[config.mk]
export PLATFORM = sky130hd
export DESIGN_NAME = sqvs_sine
export DESIGN_NICKNAME = d
export VERILOG_FILES = /design/src/rtl/core/sqvs_pkg.sv /design/src/rtl/core/sqvs_sine.sv
export SDC_FILE = /design/constraint.sdc
export NUM_CORES = 2
export LEC_CHECK = 0
export CAP_MARGIN = 20
export CELL_PAD_IN_SITES_DETAIL_PLACEMENT = 2
export CELL_PAD_IN_SITES_GLOBAL_PLACEMENT = 2
export CORE_UTILIZATION = 43
export DETAILED_ROUTE_END_ITERATION = 7
export DONT_BUFFER_PORTS = 1
export PLACE_DENSITY = 0.79
export SYNTH_ARGS = -nofsm -noshare
export SYNTH_HDL_FRONTEND = slang
export SYNTH_SLANG_ARGS = --single-unit
[constraint.sdc]
create_clock -name clk -period 14.27 [get_ports clk]
set_clock_uncertainty 0.2 [all_clocks]
set_input_delay 2.854 -clock clk [delete_from_list [all_inputs] [get_ports clk]]
set_output_delay 2.854 -clock clk [all_outputs]
set_load 0.01 [all_outputs]
[src/rtl/core/sqvs_pkg.sv]
// Shared types, constants and the quarter-wave sine polynomial coefficients.
`timescale 1ns / 1ps
`default_nettype none
package sqvs_pkg;
  localparam int unsigned ANGLE_BITS = 16;
  localparam int unsigned RGBA_BITS = 32;
  localparam int unsigned TEX_BITS = 11;
  localparam int unsigned BLEND_BITS = 2;
  localparam int unsigned TRIG_BITS = 16;

  localparam logic [TEX_BITS-1:0] TEX_RESET = 11'h7FF;

  localparam logic [1:0] CORNER_TL = 2'd0;
  localparam logic [1:0] CORNER_TR = 2'd1;
  localparam logic [1:0] CORNER_BR = 2'd2;
  localparam logic [1:0] CORNER_BL = 2'd3;

  localparam logic [31:0] Q30_C1 = 32'd1686629713;
  localparam logic [31:0] Q30_C3 = 32'd693598668;
  localparam logic [31:0] Q30_C5 = 32'd85569306;
  localparam logic [31:0] Q30_C7 = 32'd5026995;
  localparam logic [31:0] Q30_C9 = 32'd172272;

  // Sprite attributes that travel alongside the geometry.
  typedef struct packed {
    logic [RGBA_BITS-1:0]  rgba;
    logic [TEX_BITS-1:0]   tex;
    logic [BLEND_BITS-1:0] blend;
    logic                  fresh;
  } attr_t;
endpackage
`default_nettype wire

[src/rtl/core/sqvs_sine.sv]
// Iterative Q1.15 sine/cosine unit: one Horner step per cycle on a shared multiplier.
`timescale 1ns / 1ps
`default_nettype none
module sqvs_sine (
  input  wire logic        clk,
  input  wire logic        rst_n,
  input  wire logic        start,
  input  wire logic [15:0] angle,
  output logic             done,
  output logic signed [15:0] sin_q,
  output logic signed [15:0] cos_q
);
  // Step codes: 0 idle, 1 x^2, 2..5 Horner, 6 x*p, 7 round; sine then cosine.
  localparam logic [2:0] ST_IDLE = 3'd0;
  localparam logic [2:0] ST_SQ   = 3'd1;
  localparam logic [2:0] ST_H1   = 3'd2;
  localparam logic [2:0] ST_H2   = 3'd3;
  localparam logic [2:0] ST_H3   = 3'd4;
  localparam logic [2:0] ST_H4   = 3'd5;
  localparam logic [2:0] ST_MUL  = 3'd6;
  localparam logic [2:0] ST_FIN  = 3'd7;

  logic [2:0]  st_r, st_nxt;
  logic        second_r;
  logic [15:0] ang_r;
  logic [1:0]  quad_r;
  logic [31:0] x_r;
  logic [31:0] x2_r;
  logic [31:0] p_r;
  logic [31:0] s_r;
  logic signed [15:0] sin_r, cos_r;
  logic        done_r;

  logic [63:0] prod;
  logic [31:0] mul_a, mul_b;
  logic [31:0] coef;
  logic [15:0] a_use;
  logic [13:0] r_raw;
  logic [14:0] r_mir;
  logic [31:0] x_w;
  logic [15:0] mag;
  logic signed [15:0] val;

  assign a_use = second_r ? ang_r + 16'd16384 : ang_r;
  assign r_raw = a_use[13:0];
  assign r_mir = a_use[14] ? 15'd16384 - {1'b0, r_raw} : {1'b0, r_raw};
  assign x_w = {1'b0, r_mir, 16'd0};

  always_comb begin
    case (st_r)
      ST_H1: coef = sqvs_pkg::Q30_C7;
      ST_H2: coef = sqvs_pkg::Q30_C5;
      ST_H3: coef = sqvs_pkg::Q30_C3;
      default: coef = sqvs_pkg::Q30_C1;
    endcase
    // The squaring step works on x straight from the angle; x^2 is then held.
    mul_a = (st_r == ST_SQ) ? x_w : (st_r == ST_MUL) ? x_r : x2_r;
    mul_b = (st_r == ST_SQ) ? x_w : p_r;
    prod = {32'd0, mul_a} * {32'd0, mul_b};
    mag = (s_r[31:15] + {16'd0, s_r[14]} > 17'd32767) ? 16'd32767
          : 16'(s_r[31:15] + {16'd0, s_r[14]});
    val = quad_r[1] ? -$signed(mag) : $signed(mag);
    st_nxt = st_r;
    case (st_r)
      ST_IDLE: st_nxt = start ? ST_SQ : ST_IDLE;
      ST_FIN:  st_nxt = second_r ? ST_IDLE : ST_SQ;
      default: st_nxt = st_r + 3'd1;
    endcase
  end

  always_ff @(posedge clk) begin
    if (!rst_n) begin
      st_r <= ST_IDLE;
      second_r <= 1'b0;
      done_r <= 1'b0;
    end else begin
      st_r <= st_nxt;
      done_r <= (st_r == ST_FIN) && second_r;
      if (st_r == ST_IDLE && start) second_r <= 1'b0;
      else if (st_r == ST_FIN) second_r <= ~second_r;
    end
    if (st_r == ST_IDLE && start) ang_r <= angle;
    case (st_r)
      ST_SQ: begin
        quad_r <= a_use[15:14];
        x_r <= x_w;
        x2_r <= 32'(prod >> 30);
        p_r <= sqvs_pkg::Q30_C9;
      end
      ST_H1, ST_H2, ST_H3, ST_H4: p_r <= coef - 32'(prod >> 30);
      ST_MUL: s_r <= 32'(prod >> 30);
      ST_FIN: begin
        if (second_r) cos_r <= val;
        else sin_r <= val;
      end
      default: ;
    endcase
  end

  assign done = done_r;
  assign sin_q = sin_r;
  assign cos_q = cos_r;
endmodule
`default_nettype wire

==> flow_metrics.tcl <==
set metrics [dict create \
    ys_types 73 \
    drive_gt1_share_pct 3.99 \
    finalWorstSetupSlack_ps 645 \
    cts_tree "yes" \
    drv_slew 0 \
    cp-end-kind "flip-flop" \
    yosys.area_share.adder_pct 53.9 \
    rr_worst_depth 41 \
    die_w_um 306 \
    fin_nets 5521 \
    reg2reg_setup_slack_ps 640 \
    holdBufCountCts 0 \
    path_max_fanout 17 \
    synth_top_family_by_area "adder cells" \
    place_congestion 0.987 \
    dr.pass1.iters 6 \
    synth_xor_area_share_pct 1.98 \
    routed_wl_mm 167 \
    worst-path-stages 41 \
    yosysTopAreaCell "fa_1" \
    critPathBufInv 7 \
    crit_arrival_ps 13720 \
    drc 0 \
    crit_path_max_incr_delay_ps 1050 \
    synth_fp_nets 5584 \
    syn_to_final_growth_pct 5.63 \
    core_um2 91700 \
    drtAntennaViolNets 0 \
    antenna_found_initial 7 \
    cts_num_sinks 151 \
    synth_edf_count 146 \
    startpoint "st_r[0]" \
    cts_buffers 17 \
    hpwl_mm 138 \
    path_clk_slew_ps 70 \
    status "finished clean" \
    finalSetupViolCount 0 \
    netlist_area_um2 39800 \
    synth_compound_area_share_pct 4.87 \
    tightest_slew_ps 1210 \
    synthMuxAreaShare_pct 0.186 \
    ys_ff_latch 151 \
    netlist.area_leader.share_pct 45.1 \
    grt_pass1_wl_mm 249 \
    initial_core_util_pct 43.4 \
    synthTopCellsByArea "fa_1 45%, edfxtp_1 11%, inv_1 9.5%" \
    yosysSeqAreaShare_pct 11.3 \
    slowest_stage "and2_1" \
    crit-reg2reg-launch "st_r[0]" \
    synthCells 4388 \
    cp.required_ps 14360 \
    drv_cap 0 \
    synthFlopType "edfxtp_1" \
    grt_max_degree 64 \
    grt_usage_pct 36.9 \
    r2r_end "p_r[28]" \
    dieHeight_um 306 \
    drt_iter0_drc 2290 \
    fmax_ghz 0.0734 \
    h-tree-depth 4 \
    vias 32000 \
    cpLargestDelayFamily "adder cells" \
    grt_pass1_vias 37700 \
    fin_crit_sh_pct 95.5 \
    viasPerCell 5.79 \
    layout_common_cells "1009 x inv_1, 895 x fa_1, 706 x nand2_1, 324 x nor2_1, 282 x ha_1" \
    io_buffers 0 \
    fin_setup_tns_ps 0 \
    rows 111 \
    wl_per_cell_um 30.3 \
    io_pins 52 \
    die_area_um2 93700 \
    start_kind "flip-flop" \
    yosys_warnings 0 \
    path_class "reg -> reg" \
    rsz0062_at_grt "no" \
    async_flop_share_pct 0 \
    synth_area_per_cell_um2 9.06 \
    final_hold_viol_count 0 \
    slew_headroom_pct 19.1 \
    crit_path_frequent_cell "fa_1" \
    overflow 0 \
    clock_path_buffers 2 \
    crit_path_end "p_r[28]" \
    cts_root_buf "clkbuf_16" \
    pre_cts_ws_ps 878 \
    finalCriticalPeriod_ps 13630 \
    layout_commonest_cell "inv_1" \
    clk_latency_ps 450 \
    yosys.area_share.simple_pct 16.4 \
    hp-class "reg -> reg" \
]
==> cells in the mapped netlist (35+ instances only) <==
cell type and number:
and2_1 50, and3_1 198, inv_1 1010, a21o_1 35, nand2_1 707, xor2_1 39, edfxtp_1 146, nor2b_1 40
o21ai_0 64, fa_1 895, a21oi_1 91, nand3_1 39, clkbuf_1 184, nor2_1 324, xnor2_1 51, ha_1 282
==> logic make-up (layout without fill, tap and decap cells) <==
kind of cell,after synthesis,count (layout)
multiplexers,6,6
adder cells (fa/ha/maj),1177,1177
XOR/XNOR,90,90
AND/OR/NAND/NOR,1461,1461
flip-flops,151,151
buffers and inverters,1202,1152
other,0,5
AO/OA/AOI/OAI,301,301
==> area by class of cell <==
cell class / instances / area, um2
Fill cell: 9963 / 49700
Multi-Input combinational cell: 3035 / 30800
Sequential cell: 151 / 4480
Inverter: 1010 / 3790
Tap cell: 1186 / 1480
Timing Repair Buffer: 110 / 842
Clock buffer: 18 / 429
Clock inverter: 14 / 184
Antenna cell: 5 / 12.5
==> per-stage QoR <==
stage	std cells	cell area, um2	hold slack [ps]	utilization, %
after floorplan	4388	39800	310	-
after global placement	5489	41300	387	45.1
after detailed placement	5492	41400	388	45.1
after CTS	5524	42000	404	45.8
after global routing	5525	42000	417	45.8
final	5529	42000	393	45.8
==> metal layers <==
| metal | GRT usage [%] | routed length, um |
|---|---|---|
| met1 | 44.8 | 62900 |
| met2 | 62.3 | 81300 |
| met3 | 5.14 | 10900 |
| met4 | 22.5 | 12300 |
| met5 | 0 | 28 |
==> timing repair <==
item	CTS	global route
setup buffers	0	0
gates resized for setup	0	1
endpoints found under the setup margin	0	1
==> state kept, by name, indices dropped and copies added, names as in the netlist <==
signal	cells
s_r	18
cos_q	16
x2_r	32
second_r	1
x_r	15
p_r	32
quad_r	1
done	1
sin_q	16
ang_r	16
st_r	3
==> worst register-to-register path: cells and delay by family, from the launching register on <==
| family | cells | cell delay, ps |
|---|---|---|
| fa+ha+maj | 11 | 4880 |
| buf+inv | 7 | 530 |
| simple gates | 10 | 2800 |
| compound gates | 11 | 3720 |
| flops | 1 | 400 |
| mux | 1 | 760 |
| xor+xnor | 1 | 190 |
==> worst min path at each step <==
stage | startpoint | endpoint | slack (ps) | depth (start not counted)
after floorplan | ang_r[0] | x_r[16] | 310 | 0
after global placement | second_r | done | 390 | 1
after detailed placement | ang_r[15] | quad_r[1] | 390 | 1
after CTS | second_r | done | 400 | 1
after global routing | second_r | done | 420 | 1
final | ang_r[15] | quad_r[1] | 390 | 1
Power is not shown: default switching activity piles up to over one toggle a cycle in this logic, so the estimate is an artifact.
