$ cat config.mk
export PLATFORM = sky130hd
export DESIGN_NAME = sqvs_front
export DESIGN_NICKNAME = d
export VERILOG_FILES = /design/src/rtl/core/sqvs_pkg.sv /design/src/rtl/core/sqvs_core_dummy_guard.sv
export SDC_FILE = /design/constraint.sdc
export NUM_CORES = 1
export LEC_CHECK = 0
export BUFFER_PORTS_ARGS = -buffer_cell sky130_fd_sc_hd__buf_2
export CORE_AREA = 5 5 42 44
export DETAILED_ROUTE_END_ITERATION = 16
export DIE_AREA = 0 0 47 49
export PLACE_DENSITY = 0.76
export SLEW_MARGIN = 20
export SYNTH_ARGS = -nofsm -noshare
export SYNTH_HDL_FRONTEND = slang
export SYNTH_SLANG_ARGS = --single-unit
$ cat constraint.sdc
create_clock -name clk -period 3.3 [get_ports clk]
set_clock_uncertainty 0.1 [all_clocks]
set_input_delay 0.66 -clock clk [delete_from_list [all_inputs] [get_ports clk]]
set_output_delay 0.66 -clock clk [all_outputs]
set_load 0.01 [all_outputs]
$ cat src/rtl/core/sqvs_pkg.sv
// Shared types, constants and the quarter-wave sine polynomial coefficients.
`timescale 1ns / 1ps
`default_nettype none
package sqvs_pkg;
  localparam int unsigned ANGLE_BITS = 16;
  localparam int unsigned RGBA_BITS = 32;
  localparam int unsigned TEX_BITS = 11;
  localparam int unsigned BLEND_BITS = 2;
  localparam int unsigned TRIG_BITS = 16;

  localparam logic [TEX_BITS-1:0] TEX_RESET = 11'h7FF;

  localparam logic [1:0] CORNER_TL = 2'd0;
  localparam logic [1:0] CORNER_TR = 2'd1;
  localparam logic [1:0] CORNER_BR = 2'd2;
  localparam logic [1:0] CORNER_BL = 2'd3;

  localparam logic [31:0] Q30_C1 = 32'd1686629713;
  localparam logic [31:0] Q30_C3 = 32'd693598668;
  localparam logic [31:0] Q30_C5 = 32'd85569306;
  localparam logic [31:0] Q30_C7 = 32'd5026995;
  localparam logic [31:0] Q30_C9 = 32'd172272;

  // Sprite attributes that travel alongside the geometry.
  typedef struct packed {
    logic [RGBA_BITS-1:0]  rgba;
    logic [TEX_BITS-1:0]   tex;
    logic [BLEND_BITS-1:0] blend;
    logic                  fresh;
  } attr_t;
endpackage
`default_nettype wire

$ cat src/rtl/core/sqvs_core_dummy_guard.sv
// Front end: holds the current texture and blend and flags the start of a new batch.
`timescale 1ns / 1ps
`default_nettype none
module sqvs_front (
  input  wire logic                   clk,
  input  wire logic                   rst_n,
  input  wire logic                   cfg_we,
  input  wire logic [1:0]             cfg_blend,
  input  wire logic                   in_take,
  input  wire logic [10:0]            tex,
  input  wire logic [1:0]             blend,
  output logic                        fresh
);
  logic [10:0] cur_tex_r;
  logic [1:0]  cur_blend_r;
  assign fresh = (tex != cur_tex_r) || (blend != cur_blend_r);
  always_ff @(posedge clk) begin
    if (!rst_n) begin
      cur_tex_r <= sqvs_pkg::TEX_RESET;
      cur_blend_r <= 2'd0;
    end else if (cfg_we) begin
      cur_blend_r <= cfg_blend;
    end else if (in_take) begin
      cur_tex_r <= tex;
      cur_blend_r <= blend;
    end
  end
endmodule
`default_nettype wire

==> results of run 1 <==
## sequential cells by signal, indices dropped and copies added, names as in the netlist
register	flops
cur_tex_r	11
cur_blend_r	2
## metal layers
metal	part of all wire	vias to the layer above	wire [microns]	global-route usage
met3	0.064	5	85	0.0258
met5	0	-	0	0
met2	0.52	15	692	0.222
li1	-	287	-	-
met1	0.38	266	506	0.157
met4	0.026	0	34	0.0737
## stage by stage
stage / cell area, sq um / hold WS [ns] / worst slack, ns
2_1_floorplan: 621 / 0.358 / 1.32
3_3_place_gp: 717 / 0.367 / 1.04
3_5_place_dp: 717 / 0.376 / 1.04
4_1_cts: 743 / 0.387 / 1.04
5_1_grt: 743 / 0.401 / 0.957
6_report: 743 / 0.382 / 1.02
## worst register-to-register path, cell delays in order, from the launching register on
cell	delay, ns
dfxtp_1	0.33
mux2i_1	0.12
o21ai_0	0.08
and2_1	0.16
## path summary, 6_finish.rpt
path / cells past startpoint / startpoint / end
worst max-delay path: 5 / tex[4] / fresh
worst min-delay path: 2 / cur_tex_r[4] / cur_tex_r[4]
worst max register to register: 3 / cur_blend_r[1] / cur_blend_r[1]
worst min register to register: 2 / cur_tex_r[4] / cur_tex_r[4]
## layout make-up
class / instances / area, sq um / area share
Tap cell: 16 / 20.0 / 0.0269
Multi-Input combinational cell: 60 / 342 / 0.460
Timing Repair Buffer: 19 / 95.1 / 0.128
Clock buffer: 4 / 26.3 / 0.0354
Sequential cell: 13 / 260 / 0.350
## logic make-up (layout without fill, tap and decap cells)
kind of cell           count (synthesis)  in the layout  share of synthesized area
XOR/XNOR                              13             13                      0.183
multiplexers                           2              2                     0.0323
flip-flops                            13             13                      0.419
AND/OR/NAND/NOR                       43             43                      0.319
AO/OA/AOI/OAI                          2              2                     0.0161
buffers and inverters                  3             23                     0.0302
## where the power goes
group	internal (mW)	switching [mW]
sequential	0.168	0.00685
clock	0.0470	0.0545
combinational	0.0267	0.0267
total	0.241	0.0881
## cells in the mapped netlist
cell type | count | share of area
and2_1 | 2 | 0.020
buf_4 | 2 | 0.024
clkbuf_1 | 1 | 0.0060
dfxtp_1 | 13 | 0.42
mux2i_1 | 2 | 0.032
nand2_1 | 24 | 0.15
nand2b_1 | 1 | 0.010
nand3_1 | 11 | 0.089
nand4_1 | 2 | 0.020
nor2b_2 | 1 | 0.014
nor4_1 | 2 | 0.020
o21ai_0 | 2 | 0.016
xnor2_1 | 6 | 0.085
xor2_1 | 7 | 0.099
==> impl_metrics.ini, run 1 <==
[sta]
relSlewSlack = 0.708
tightest_slew_ns = 0.437
drv_slew = 0
final.setup.tns_ns = 0
finalCriticalPeriod_ns = 2.28
finalCritPeriodShare = 0.690
hold_viol = 0
rsz0062_at_grt = no
timing.fmax_mhz = 439
setup_viol = 0

[clock_network]
cts_buffers = 3
htreeDepth = 1
clock-sinks = 13
clkLatencyLatePin_ns = 0.28
cts_resized = 0
root_buffer = clkbuf_4
cts_tree = done
hold_buffers = 0
clkTransAtPathRegs_ns = 0.08
cts_max_path_buffers = 2
post_cts_buffers = 0

[finish]
area.growth.synth_to_final_pct = 19.8
final_cell_mix = nand2_1, buf_2, dfxtp_1
finalNonFillerCells = 112
fin_nets = 116
final_util = 0.530
final_common_cell = nand2_1
antenna_cells = 0
fillers = 146
layout-drive-gt1-share = 0.240

[critical_path]
critPathKind = in2out
arrival_ns = 1.52
path_common_cell = buf_2
cpMaxStageDelayCell = nor4_1
cpLargestDelayFamily = simple AND/OR/NAND/NOR gates
setup.worst_path.end_class = primary output
critPathLaunchType = input port
crit_path_cell_trace = buf_2 -> xor2_1 -> nor4_1 -> nand4_1 -> buf_2
worstPathMaxFanout = 2
critPathBufInv = 2
cp.required_ns = 2.54
cp_slowest_stage_delay_ns = 0.31
rrSetupSlack_ns = 2.41

[grt]
overflow = 0
antenna_found_initial = 0
grt_max_degree = 14
grt_pass1_wl_microns = 2310
grt_pass1_vias = 590
grt_use_total = 0.135

[worst_hold_path]
hold_path.class = reg2reg

[detailed_routing]
wl_per_cell_microns = 11.8
ant_nets = 0
drtPass1Iterations = 4
via_per_inst = 5.12
drt_iter0_markers = 5
routed_wl_microns = 1320
vias = 573
drc = 0

[synth]
synth_cell_type_count = 14
avgSynthCellArea_sq_um = 8.17
ys_seq_elements = 13
yosysWarnings = 0
synth_area_sq_um = 621
ys_seq_area_frac = 0.419
synth_cells = 76
synth_nets = 95

[power_and_ir_drop]
vdd_drop_max_mv = 0.235
p_leak_nw = 0.349
power_density_nw_per_um2 = 443
total_power_mw = 0.329

[floorplanning]
dieArea_sq_um = 2300
initial_core_util = 0.443
io_pins = 20
die_w_microns = 47
fp-row-count = 14
die-height_microns = 49
core_area_sq_um = 1400

[place]
dp_cells = 108
gp_congestion = 0.698
dp_hpwl_microns = 993
numPortBuffers = 19

[outcome]
outcome = finished, final reports clean

[run]
cap_violations = 0
Power figures use the tool's default switching activity.
==> run 2: changes to the inputs <==
Settings changed: CORE_AREA 5 5 42 44 to unset, CORE_MARGIN set to 5, CORE_UTILIZATION set to 42, DIE_AREA 0 0 47 49 to unset, PLACE_DENSITY 0.76 to 0.73.
Clock period 3.3 ns to 1.9 ns, I/O delays scaled along.
==> impl_metrics.ini, run 2 (synthesis results as in run 1) <==
[clock_network]
clkTransAtPathRegs_ns = 0.08
cts_buffers = 3
cts_max_path_buffers = 2
clock-sinks = 13
root_buffer = clkbuf_4
htreeDepth = 1
cts_tree = done
clkLatencyLatePin_ns = 0.27
hold_buffers = 0

[finish]
antenna_cells = 0
finalNonFillerCells = 111
largest_register = cur_tex_r
area.growth.synth_to_final_pct = 21.6
final_cell_mix = nand2_1, buf_2, dfxtp_1
final_common_cell = nand2_1
fin_nets = 116
reg.largest.list = cur_tex_r x11, cur_blend_r x2
layout-drive-gt1-share = 0.260
largest_register_ff_count = 11

[sta]
relSlewSlack = 0.692
tightest_slew_ns = 0.460
hold_viol = 0
fin_ws_ns = 0.111
finalCriticalPeriod_ns = 1.79
rsz0062_at_grt = no
drv_slew = 0
finalCritPeriodShare = 0.942
timing.fmax_mhz = 559
final.setup.tns_ns = 0
setup_viol = 0

[critical_path]
cpMaxStageDelayCell = dfxtp_1
cpLargestDelayFamily = simple AND/OR/NAND/NOR gates
setup.worst_path.end_class = primary output
critPathKind = reg2out
worstPathMaxFanout = 2
critPathLaunchType = flip-flop
path_common_cell = nand4_1
rr_startpoint = cur_blend_r[0]
critPathBufInv = 1
worst_r2r_endpoint = cur_blend_r[0]
cp_slowest_stage_delay_ns = 0.33
crit_path_cell_trace = xnor2_1 -> nand4_1 -> nor4_2 -> nand4_1 -> buf_2
rr_worst_depth = 3
arrival_ns = 1.31
rrSetupSlack_ns = 1.03
worstSetupStartpoint = cur_tex_r[5]
cp.required_ns = 1.42

[place]
numPortBuffers = 19
dp_cells = 107
dp_hpwl_microns = 959
pre_cts_ws_ns = 0.200
gp_congestion = 0.678

[run]
cap_violations = 0

[grt]
antenna_found_initial = 0
grt_pass1_wl_microns = 2200
grt_use_total = 0.117
grt_pass1_vias = 535
overflow = 0
grt_max_degree = 14

[detailed_routing]
routed_wl_microns = 1300
drc = 0
drtPass1Iterations = 1
vias = 540
ant_nets = 0
wl_per_cell_microns = 11.7
via_per_inst = 4.86
drt_iter0_markers = 0

[floorplanning]
die_w_microns = 48.4
core_area_sq_um = 1350
io_pins = 20
die-height_microns = 48.4
initial_core_util = 0.460
dieArea_sq_um = 2350
fp-row-count = 13

[power_and_ir_drop]
power_density_nw_per_um2 = 755
p_leak_nw = 0.350
total_power_mw = 0.570
vdd_drop_max_mv = 0.303

[worst_hold_path]
hold_path.class = in2reg
min_to = cur_tex_r[2]
worstHoldStart = tex[2]
min_path_cells = 3

[outcome]
outcome = finished, final reports clean
## run 2: stage by stage
stage	hold WS, ns	util	instance area, sq um
2_1_floorplan	0.352	-	621
3_3_place_gp	0.367	0.530	716
3_5_place_dp	0.375	0.530	716
4_1_cts	0.239	0.550	742
5_1_grt	0.253	0.559	754
6_report	0.239	0.559	754
## run 2: power by group
part,switching [mW],internal (mW),total [mW],leakage (nW)
registers,0.0120,0.291,0.303,0.108
clock network,0.0889,0.0813,0.170,0.0150
logic,0.0494,0.0472,0.0966,0.227
## run 2: layout make-up
type | instances | area, sq um
timing repair buffer | 19 | 95.1
multi-input combinational | 60 | 354
clock buffer | 4 | 26.3
tap | 15 | 18.8
fill | 129 | 596
sequential | 13 | 260
## run 2: timing repair
action,4_1_cts,5_1_grt
setup endpoints to repair,0,1
gates resized for setup,0,2
setup buffers,0,0
## run 2: worst max path at each step
stage,endpoint,slack (ns),depth (start not counted)
floorplan,fresh,0.48,3
global placement,fresh,0.21,5
detailed placement,fresh,0.20,5
CTS,fresh,0.05,4
global route,fresh,0.001,5
finish,fresh,0.11,5
## run 2: worst reg2reg max path: stages, from the launching register on
cell	delay [ns]
dfxtp_1	0.33
mux2i_1	0.12
o21ai_0	0.08
and2_1	0.15
## run 2: per-layer routing
layer	GRT usage	wire (microns)	vias to the layer above
met4	0.0691	20	0
li1	-	-	289
met5	0	0	-
met3	0.0367	62	4
met1	0.131	578	239
met2	0.191	642	8
